$ cat src/rtl/core/efr_pkg.sv
// efr_pkg: shared types and constants for the escaped frame receiver
// used by efr_ctrl, efr_datapath and escaped_frame_receiver
`timescale 1ns / 1ps

package efr_pkg;

    // framing and escape codes
    localparam logic [7:0] FRAME_START = 8'hC0;
    localparam logic [7:0] ESC_MARK    = 8'hDB;
    localparam logic [7:0] ESC_START   = 8'hDC;
    localparam logic [7:0] ESC_ESC     = 8'hDD;

    // field widths
    localparam int BYTE_W   = 8;
    localparam int CMD_W    = 7;
    localparam int LEN_W    = 6;
    localparam int MAXLEN_W = 7;
    localparam int TDATA_W  = 32;

    // one above the largest length that fits in the length field
    localparam int LEN_LIMIT = 64;

    // configuration register indexes
    localparam logic CFG_VERSION = 1'b0;
    localparam logic CFG_MAXLEN  = 1'b1;

    // configuration reset values
    localparam logic [BYTE_W-1:0]   VERSION_RST = 8'd1;
    localparam logic [MAXLEN_W-1:0] MAXLEN_RST  = 7'd37;

    localparam int BUFFER_DEPTH_DEF = 64;

    // controller to datapath commands
    typedef struct packed {
        logic take;        // byte transfer accepted, update escape flag
        logic hold_cmd;    // latch command byte
        logic hold_len;    // latch length byte, rewind write position
        logic write_data;  // store payload byte
        logic start_drain; // rewind read index
        logic fetch;       // read buffer into the output register
        logic advance;     // step read index
    } ctl_cmd_t;

    // datapath to controller status
    typedef struct packed {
        logic is_start;  // raw frame start byte
        logic is_esc;    // raw escape mark byte
        logic ver_ok;
        logic cmd_ok;
        logic len_ok;
        logic len_zero;
        logic data_done; // this payload byte completes the packet
        logic out_last;  // output register holds final result
    } dp_status_t;

endpackage

$ cat src/rtl/core/efr_ctrl.sv
// efr_ctrl: frame phase state machine and output sequencing
// depends on efr_pkg
`timescale 1ns / 1ps

module efr_ctrl
(
    input  logic                clk,
    input  logic                rst_n,
    input  logic                s_tvalid,
    output logic                s_tready,
    output logic                m_tvalid,
    input  logic                m_tready,
    input  efr_pkg::dp_status_t status,
    output efr_pkg::ctl_cmd_t   cmd
);

    typedef enum logic [6:0] {
        ST_IDLE    = 7'b0000001,
        ST_VERSION = 7'b0000010,
        ST_COMMAND = 7'b0000100,
        ST_LENGTH  = 7'b0001000,
        ST_DATA    = 7'b0010000,
        ST_FETCH   = 7'b0100000,
        ST_SEND    = 7'b1000000
    } state_t;

    state_t state_reg;
    state_t state_next;
    logic   in_fire;
    logic   out_fire;

    assign s_tready = (state_reg != ST_FETCH) && (state_reg != ST_SEND);
    assign m_tvalid = (state_reg == ST_SEND);
    assign in_fire  = s_tvalid && s_tready;
    assign out_fire = m_tvalid && m_tready;

    always_comb
    begin
        state_next = state_reg;
        cmd        = '0;
        cmd.take   = in_fire;
        if (in_fire)
        begin
            priority if (status.is_start)
            begin
                state_next = ST_VERSION;
            end
            else if (status.is_esc)
            begin
                state_next = state_reg;
            end
            else
            begin
                unique case (state_reg)
                    ST_VERSION:
                    begin
                        state_next = status.ver_ok ? ST_COMMAND : ST_IDLE;
                    end
                    ST_COMMAND:
                    begin
                        cmd.hold_cmd = status.cmd_ok;
                        state_next   = status.cmd_ok ? ST_LENGTH : ST_IDLE;
                    end
                    ST_LENGTH:
                    begin
                        if (status.len_ok)
                        begin
                            cmd.hold_len = 1'b1;
                            if (status.len_zero)
                            begin
                                cmd.start_drain = 1'b1;
                                state_next      = ST_FETCH;
                            end
                            else
                            begin
                                state_next = ST_DATA;
                            end
                        end
                        else
                        begin
                            state_next = ST_IDLE;
                        end
                    end
                    ST_DATA:
                    begin
                        cmd.write_data = 1'b1;
                        if (status.data_done)
                        begin
                            cmd.start_drain = 1'b1;
                            state_next      = ST_FETCH;
                        end
                    end
                    default:
                    begin
                        state_next = ST_IDLE;
                    end
                endcase
            end
        end
        else
        begin
            unique case (state_reg)
                ST_FETCH:
                begin
                    cmd.fetch  = 1'b1;
                    state_next = ST_SEND;
                end
                ST_SEND:
                begin
                    if (out_fire)
                    begin
                        if (status.out_last)
                        begin
                            state_next = ST_IDLE;
                        end
                        else
                        begin
                            cmd.advance = 1'b1;
                            state_next  = ST_FETCH;
                        end
                    end
                end
                default:
                begin
                    state_next = state_reg;
                end
            endcase
        end
    end

    always_ff @(posedge clk or negedge rst_n)
    begin
        if (!rst_n)
        begin
            state_reg <= ST_IDLE;
        end
        else
        begin
            state_reg <= state_next;
        end
    end

endmodule

$ cat src/rtl/core/efr_datapath.sv
// efr_datapath: unescape, field checks, payload buffer and output register
// depends on efr_pkg
`timescale 1ns / 1ps

module efr_datapath
#(
    parameter int BUFFER_DEPTH = efr_pkg::BUFFER_DEPTH_DEF
)
(
    input  logic                              clk,
    input  logic                              rst_n,
    input  logic                              cfg_we,
    input  logic                              cfg_index,
    input  logic [efr_pkg::BYTE_W-1:0]        cfg_data,
    input  logic [efr_pkg::BYTE_W-1:0]        rx_byte,
    input  efr_pkg::ctl_cmd_t                 cmd,
    output efr_pkg::dp_status_t               status,
    output logic [efr_pkg::CMD_W-1:0]         command_code,
    output logic [efr_pkg::LEN_W-1:0]         payload_length,
    output logic [efr_pkg::LEN_W-1:0]         byte_index,
    output logic [efr_pkg::BYTE_W-1:0]        payload_byte,
    output logic                              empty_packet,
    output logic                              last
);

    // only lengths below both limits are ever stored
    localparam int STORE_DEPTH = (BUFFER_DEPTH < efr_pkg::LEN_LIMIT) ?
                                 BUFFER_DEPTH : efr_pkg::LEN_LIMIT;
    localparam int ADDR_W = $clog2(STORE_DEPTH);
    localparam logic [efr_pkg::BYTE_W:0] DEPTH_CMP = (efr_pkg::BYTE_W + 1)'(BUFFER_DEPTH);
    localparam logic [efr_pkg::BYTE_W:0] LIMIT_CMP =
        (efr_pkg::BYTE_W + 1)'(efr_pkg::LEN_LIMIT);

    logic [efr_pkg::BYTE_W-1:0]   version_reg;
    logic [efr_pkg::MAXLEN_W-1:0] max_len_reg;
    logic                         esc_reg;
    logic [efr_pkg::CMD_W-1:0]    held_cmd_reg;
    logic [efr_pkg::LEN_W-1:0]    held_len_reg;
    logic [efr_pkg::LEN_W-1:0]    wr_pos_reg;
    logic [efr_pkg::LEN_W-1:0]    rd_idx_reg;
    logic [efr_pkg::BYTE_W-1:0]   payload_mem [STORE_DEPTH];

    logic [efr_pkg::CMD_W-1:0]    out_cmd_reg;
    logic [efr_pkg::LEN_W-1:0]    out_len_reg;
    logic [efr_pkg::LEN_W-1:0]    out_idx_reg;
    logic [efr_pkg::BYTE_W-1:0]   out_byte_reg;
    logic                         out_empty_reg;
    logic                         out_last_reg;

    logic [efr_pkg::BYTE_W-1:0]   data_byte;
    logic [efr_pkg::LEN_W:0]      wr_pos_inc;
    logic [efr_pkg::LEN_W:0]      rd_idx_inc;
    logic                         held_empty;

    // unescaped byte
    always_comb
    begin
        data_byte = rx_byte;
        if (esc_reg && (rx_byte == efr_pkg::ESC_START))
        begin
            data_byte = efr_pkg::FRAME_START;
        end
        else if (esc_reg && (rx_byte == efr_pkg::ESC_ESC))
        begin
            data_byte = efr_pkg::ESC_MARK;
        end
    end

    assign wr_pos_inc = {1'b0, wr_pos_reg} + 1'b1;
    assign rd_idx_inc = {1'b0, rd_idx_reg} + 1'b1;
    assign held_empty = (held_len_reg == '0);

    assign status.is_start  = (rx_byte == efr_pkg::FRAME_START);
    assign status.is_esc    = (rx_byte == efr_pkg::ESC_MARK);
    assign status.ver_ok    = (data_byte == version_reg);
    assign status.cmd_ok    = !data_byte[efr_pkg::BYTE_W-1];
    assign status.len_ok    = (data_byte < {1'b0, max_len_reg})
                              && ({1'b0, data_byte} < DEPTH_CMP)
                              && ({1'b0, data_byte} < LIMIT_CMP);
    assign status.len_zero  = (data_byte == '0);
    // a wrap of the write position also ends the packet
    assign status.data_done = (wr_pos_inc >= {1'b0, held_len_reg});
    assign status.out_last  = out_last_reg;

    // configuration and escape flag
    always_ff @(posedge clk or negedge rst_n)
    begin
        if (!rst_n)
        begin
            version_reg <= efr_pkg::VERSION_RST;
            max_len_reg <= efr_pkg::MAXLEN_RST;
            esc_reg     <= 1'b0;
        end
        else
        begin
            if (cfg_we)
            begin
                unique case (cfg_index)
                    efr_pkg::CFG_VERSION: version_reg <= cfg_data;
                    efr_pkg::CFG_MAXLEN:  max_len_reg <= cfg_data[efr_pkg::MAXLEN_W-1:0];
                    default:              version_reg <= version_reg;
                endcase
            end
            if (cmd.take)
            begin
                if (status.is_start)
                begin
                    esc_reg <= 1'b0;
                end
                else if (status.is_esc)
                begin
                    esc_reg <= 1'b1;
                end
                else if (esc_reg && ((rx_byte == efr_pkg::ESC_START)
                                     || (rx_byte == efr_pkg::ESC_ESC)))
                begin
                    esc_reg <= 1'b0;
                end
            end
        end
    end

    // packet header and buffer pointers
    always_ff @(posedge clk or negedge rst_n)
    begin
        if (!rst_n)
        begin
            held_cmd_reg <= '0;
            held_len_reg <= '0;
            wr_pos_reg   <= '0;
            rd_idx_reg   <= '0;
        end
        else
        begin
            if (cmd.hold_cmd)
            begin
                held_cmd_reg <= data_byte[efr_pkg::CMD_W-1:0];
            end
            if (cmd.hold_len)
            begin
                held_len_reg <= data_byte[efr_pkg::LEN_W-1:0];
                wr_pos_reg   <= '0;
            end
            else if (cmd.write_data)
            begin
                wr_pos_reg <= wr_pos_inc[efr_pkg::LEN_W-1:0];
            end
            if (cmd.start_drain)
            begin
                rd_idx_reg <= '0;
            end
            else if (cmd.advance)
            begin
                rd_idx_reg <= rd_idx_inc[efr_pkg::LEN_W-1:0];
            end
        end
    end

    // payload buffer write
    always_ff @(posedge clk)
    begin
        if (cmd.write_data)
        begin
            payload_mem[wr_pos_reg[ADDR_W-1:0]] <= data_byte;
        end
    end

    // output register, buffer read lands here
    always_ff @(posedge clk)
    begin
        if (cmd.fetch)
        begin
            out_cmd_reg   <= held_cmd_reg;
            out_len_reg   <= held_len_reg;
            out_idx_reg   <= rd_idx_reg;
            out_byte_reg  <= held_empty ? '0 : payload_mem[rd_idx_reg[ADDR_W-1:0]];
            out_empty_reg <= held_empty;
            out_last_reg  <= held_empty || (rd_idx_inc == {1'b0, held_len_reg});
        end
    end

    assign command_code   = out_cmd_reg;
    assign payload_length = out_len_reg;
    assign byte_index     = out_idx_reg;
    assign payload_byte   = out_byte_reg;
    assign empty_packet   = out_empty_reg;
    assign last           = out_last_reg;

endmodule

$ cat src/rtl/core/escaped_frame_receiver.sv
// escaped_frame_receiver: top level of the byte-stuffed frame receiver
// depends on efr_pkg, efr_ctrl and efr_datapath
`timescale 1ns / 1ps

// Receives a byte-stuffed serial stream one byte per input transfer and
// emits each valid packet as one output transfer per payload byte. 0xC0
// starts a frame; 0xDB escapes the next byte (0xDC -> 0xC0, 0xDD -> 0xDB,
// any other byte passes and leaves the escape pending). A frame carries a
// version byte that must equal protocol_version, a command byte with bit 7
// clear, a length below max_length (and below the buffer depth and 64),
// then the payload. A zero-length packet gives one transfer marked empty on
// tuser. Any violation drops the frame silently until the next 0xC0.
// Timing: header and payload bytes are taken one per cycle. When a packet
// completes the input stalls while the buffer drains: each result takes a
// buffer read into the output register, then the output transfer, which
// waits while the sink holds tready low; the input stays closed until the
// last result of the packet is taken. The buffer is one single-port memory
// of min(BUFFER_DEPTH, 64) bytes; it needs no clearing after reset since
// only entries of the current frame are read. Configuration writes are
// taken in any cycle but must only be issued while no frame is in
// progress.

module escaped_frame_receiver
#(
    parameter int BUFFER_DEPTH = efr_pkg::BUFFER_DEPTH_DEF
)
(
    input  logic                         clk,
    input  logic                         rst_n,
    // configuration write port, index 0 protocol_version, 1 max_length
    input  logic                         cfg_we,
    input  logic                         cfg_index,
    input  logic [efr_pkg::BYTE_W-1:0]   cfg_data,
    // receive byte stream
    input  logic                         s_tvalid,
    output logic                         s_tready,
    input  logic [efr_pkg::BYTE_W-1:0]   s_tdata,   // [7:0] rx_byte
    // packet output stream
    output logic                         m_tvalid,
    input  logic                         m_tready,
    // [6:0] command_code, [12:7] payload_length, [18:13] byte_index,
    // [26:19] payload_byte, [31:27] zero
    output logic [efr_pkg::TDATA_W-1:0]  m_tdata,
    output logic                         m_tuser,   // [0] empty_packet
    output logic                         m_tlast    // last result of packet
);

    localparam int PACK_W = efr_pkg::CMD_W + 2 * efr_pkg::LEN_W + efr_pkg::BYTE_W;

    efr_pkg::ctl_cmd_t   cmd;
    efr_pkg::dp_status_t status;

    logic [efr_pkg::CMD_W-1:0]  command_code;
    logic [efr_pkg::LEN_W-1:0]  payload_length;
    logic [efr_pkg::LEN_W-1:0]  byte_index;
    logic [efr_pkg::BYTE_W-1:0] payload_byte;
    logic                       empty_packet;
    logic                       last;

    // frame phase sequencing and handshakes
    efr_ctrl u_ctrl
    (
        .clk      (clk),
        .rst_n    (rst_n),
        .s_tvalid (s_tvalid),
        .s_tready (s_tready),
        .m_tvalid (m_tvalid),
        .m_tready (m_tready),
        .status   (status),
        .cmd      (cmd)
    );

    // unescape, checks, payload memory and output register
    efr_datapath
    #(
        .BUFFER_DEPTH (BUFFER_DEPTH)
    )
    u_datapath
    (
        .clk            (clk),
        .rst_n          (rst_n),
        .cfg_we         (cfg_we),
        .cfg_index      (cfg_index),
        .cfg_data       (cfg_data),
        .rx_byte        (s_tdata),
        .cmd            (cmd),
        .status         (status),
        .command_code   (command_code),
        .payload_length (payload_length),
        .byte_index     (byte_index),
        .payload_byte   (payload_byte),
        .empty_packet   (empty_packet),
        .last           (last)
    );

    // pack result fields, lowest field first, zero fill to 32 bits
    assign m_tdata = {{(efr_pkg::TDATA_W - PACK_W){1'b0}},
                      payload_byte, byte_index, payload_length, command_code};
    assign m_tuser = empty_packet;
    assign m_tlast = last;

endmodule

$ cat config.mk
export PLATFORM = sky130hd
export DESIGN_NAME = escaped_frame_receiver
export DESIGN_NICKNAME = d
export VERILOG_FILES = /design/src/rtl/core/efr_pkg.sv /design/src/rtl/core/efr_ctrl.sv /design/src/rtl/core/efr_datapath.sv /design/src/rtl/core/escaped_frame_receiver.sv
export SDC_FILE = /design/constraint.sdc
export NUM_CORES = 1
export LEC_CHECK = 0
export BUFFER_PORTS_ARGS = -buffer_cell sky130_fd_sc_hd__clkbuf_2
export CORE_MARGIN = 4
export CORE_UTILIZATION = 35
export CTS_CLUSTER_DIAMETER = 60
export CTS_CLUSTER_SIZE = 10
export DETAILED_ROUTE_END_ITERATION = 10
export GPL_TIMING_DRIVEN = 0
export HOLD_SLACK_MARGIN = 0.03
export PLACE_DENSITY_LB_ADDON = 0.1
export SYNTH_ARGS = -nofsm -noshare
export SYNTH_HDL_FRONTEND = slang
export SYNTH_SLANG_ARGS = --single-unit
$ cat constraint.sdc
create_clock -name clk -period 4.25 [get_ports clk]
set_input_delay 0.425 -clock clk [delete_from_list [all_inputs] [get_ports clk]]
set_output_delay 0.425 -clock clk [all_outputs]
set_load 0.005 [all_outputs]
==> flow_metrics.tcl <==
set metrics [dict create \
    status "finished, final reports clean" \
    fp.dieW_um 268 \
    cts_buffers 72 \
    wl_met3_um 2620 \
    final_nets 1363 \
    ys_types 66 \
    worst_ir_drop_vdd_mv 0.278 \
    worstSetupStartpointType "register" \
    syn-cell-area_mm2 0.0237 \
    grt_pass1_wl_um 86800 \
    worst_path_most_repeated_cell "nor2_1" \
    yosys_most_used_dff "edfxtp_1" \
    crit_arrival_ns 4.20 \
    overflow 0 \
    crit_family "simple AND/OR/NAND/NOR gates" \
    antenna_found_initial 2 \
    clock_sinks 589 \
    grt_util_all_layers 0.168 \
    rsz0062_at_grt "no" \
    timing.fmax_mhz 251 \
    hold_slack_ns 0.0686 \
    crit_path_cell_trace "buf_2 -> or4_1 -> nor3_2 -> nand4_1 -> nor2_1 -> nand3_1 -> nor2_1" \
    yosys_warnings 0 \
    drive_gt1_frac 0.287 \
    critPathSlowestCell "nor2_1" \
    viasPerCell 5.25 \
    clk_pin_slew_ns 0.05 \
    power_leakage_uw 0.00875 \
    areaGrowthSynthToFinish_pct 14.9 \
    ys_seq_area_frac 0.736 \
    insertion_delay_ns 0.60 \
    die_area_mm2 0.0720 \
    path_buf_inv 1 \
    worstSetupPathType "reg2reg" \
    start_util 0.353 \
    hold_viol_final 0 \
    cts.path.max_buffers 3 \
    core.rowCount 95 \
    cts_tree "yes" \
    dr.pass1.iters 5 \
    top_layer "met4" \
    post_cts_resized 0 \
    max-slew-margin-rel 0.302 \
    port_buffers 48 \
    wl_met1_um 27100 \
    cts.root.buffer_cell "clkbuf_16" \
    ys_ff_latch 589 \
    power.density_mw_per_mm2 537 \
    largest_reg_flops 512 \
    path_max_fanout 9 \
    total_power_uw 14700 \
    dp_hpwl_um 39900 \
    period_share 0.936 \
    timing.clock.skew_ns 0.0255 \
    async_flop_share 0.0815 \
    crit_path_max_incr_delay_ns 0.97 \
    fill_cells 5970 \
    diodes 0 \
    critPathRequiredTime_ns 4.47 \
    regToRegSetupSlack_ns 0.27 \
    setup_viol 0 \
    ant_nets 0 \
    drtIter0Drc 1035 \
    hp-class "in2reg" \
    wire_per_inst_um 26.6 \
    place_congestion 0.768 \
    worstSetupEndpointType "register" \
    route.detailed.drc 0 \
    period_minus_slack_ns 3.98 \
    htreeDepth 3 \
    fp.dieH_um 268 \
    pin_count 58 \
    drv_cap 0 \
    core_mm2 0.0672 \
    tightestPinTransition_ns 1.05 \
    grt_pass1_vias 12127 \
    netlist_instances 1188 \
    routed_wl_um 59100 \
    avgSynthCellArea_um2 20.0 \
    grt_max_degree 68 \
    via_count 11678 \
    synth_edf_count 541 \
    wl_met2_um 28100 \
    drv_slew 0 \
]
## cell families after synthesis
| kind of cell | after synthesis | synth area share |
|---|---|---|
| other cells | 1 | 0.000158 |
| simple gates | 207 | 0.0431 |
| xor+xnor | 29 | 0.0110 |
| compound gates | 78 | 0.0227 |
| fa+ha+maj | 14 | 0.00738 |
| mux | 182 | 0.162 |
| buf+inv | 88 | 0.0177 |
| flops | 589 | 0.736 |
## Yosys cell counts, types with 3 or more instances
library cell,instances,area (um2)
nand4_1,3,18.8
ha_1,14,175
nor4_1,3,18.8
o21a_1,5,37.5
a31oi_1,3,18.8
dfrtp_1,43,1080
inv_1,17,63.8
nand2b_1,7,43.8
nor2_1,88,330
o21ai_0,16,80.1
xor2_1,11,96.3
or4_1,4,30.0
buf_4,7,52.6
and2_1,4,25.0
nand2_1,42,158
dfstp_2,5,131
xnor2_1,17,149
or3b_2,3,26.3
a22oi_1,9,67.6
o21ai_1,3,15.0
buf_2,24,120
or3_1,9,56.3
clkbuf_1,26,97.6
nand3_1,10,50.1
mux2_1,5,56.3
mux2_2,15,169
edfxtp_1,541,16200
nor2b_1,5,31.3
a21oi_1,18,90.1
buf_6,4,45.0
mux4_2,160,3600
nor3_1,4,20.0
o22ai_1,8,50.1
and3_1,3,18.8
buf_1,8,30.0
nand3b_1,5,37.5
## report_power, final
group	leakage [uW]	total, uW	internal, uW	switching (uW)
clock	0.000959	5360	3110	2250
sequential	0.00547	6570	6480	91.1
combinational	0.00233	2720	1270	1450
## final timing paths
| check | startpoint | to | cells after the start |
|---|---|---|---|
| max | u_ctrl.state_reg[6]$_DFFE_PN0P_ | u_datapath.payload_mem[45][1]$_DFFE_PP_ | 7 |
| min reg2reg | u_datapath.rd_idx_reg[3]$_DFFE_PN0P_ | u_datapath.byte_index[3]$_DFFE_PP_ | 0 |
| max in group asynchronous | rst_n | u_ctrl.state_reg[0]$_DFFE_PN1P_ | 3 |
| min | cfg_data[7] | u_datapath.version_reg[7]$_DFFE_PN0P_ | 2 |
| max reg2reg | u_ctrl.state_reg[6]$_DFFE_PN0P_ | u_datapath.payload_mem[45][1]$_DFFE_PP_ | 7 |
| min in group asynchronous | rst_n | u_datapath.version_reg[3]$_DFFE_PN0P_ | 2 |
## cell usage in the layout, fill, tap and decap left out, types with 6 or more instances in the layout
cell / count
inv_1: 15
buf_1: 8
xnor2_1: 17
inv_6: 6
mux4_2: 160
nand2b_1: 7
xor2_1: 11
a21oi_1: 18
o21ai_0: 16
o22ai_1: 8
nand2_1: 42
clkbuf_1: 34
buf_4: 11
nand3_1: 10
mux2_2: 15
clkbuf_16: 73
or3_1: 9
dfrtp_1: 43
nor2_1: 88
buf_12: 7
clkbuf_2: 53
a22oi_1: 9
ha_1: 14
edfxtp_1: 541
buf_2: 25
## final cells by class
class / count / area, um2 / area share
multi-input combinational: 515 / 5880 / 0.216
timing repair buffer: 61 / 448 / 0.0164
sequential: 589 / 17500 / 0.640
clock inverter: 12 / 85.1 / 0.00312
clock buffer: 86 / 1890 / 0.0692
buffer: 71 / 360 / 0.0132
tap: 873 / 1090 / 0.0401
inverter: 17 / 63.8 / 0.00234
## metal layers
| metal | global-route usage | up-vias |
|---|---|---|
| li1 | - | 5088 |
| met1 | 0.239 | 6234 |
| met2 | 0.268 | 267 |
| met3 | 0.0320 | 89 |
| met4 | 0.0451 | 0 |
| met5 | 0 | - |
## through the flow
stage               utilization  TNS [ns]  std cells  worst slack [ns]  cell area [um2]
floorplan                     -         0       1192            0.0315            23700
global placement          0.373    -81.81       2113             -2.23            25100
detailed placement        0.376         0       2124             0.188            25300
CTS                       0.406         0       2222             0.314            27200
global route              0.406         0       2224            0.0776            27300
finish                    0.406         0       2224             0.272            27300
## timing repair
item / in CTS / in global routing
buffers inserted: 0 / 0
hold buffers: 0 / 1
endpoints found under the hold margin: 0 / 12
Note: power is estimated with default switching activity, not from simulation.
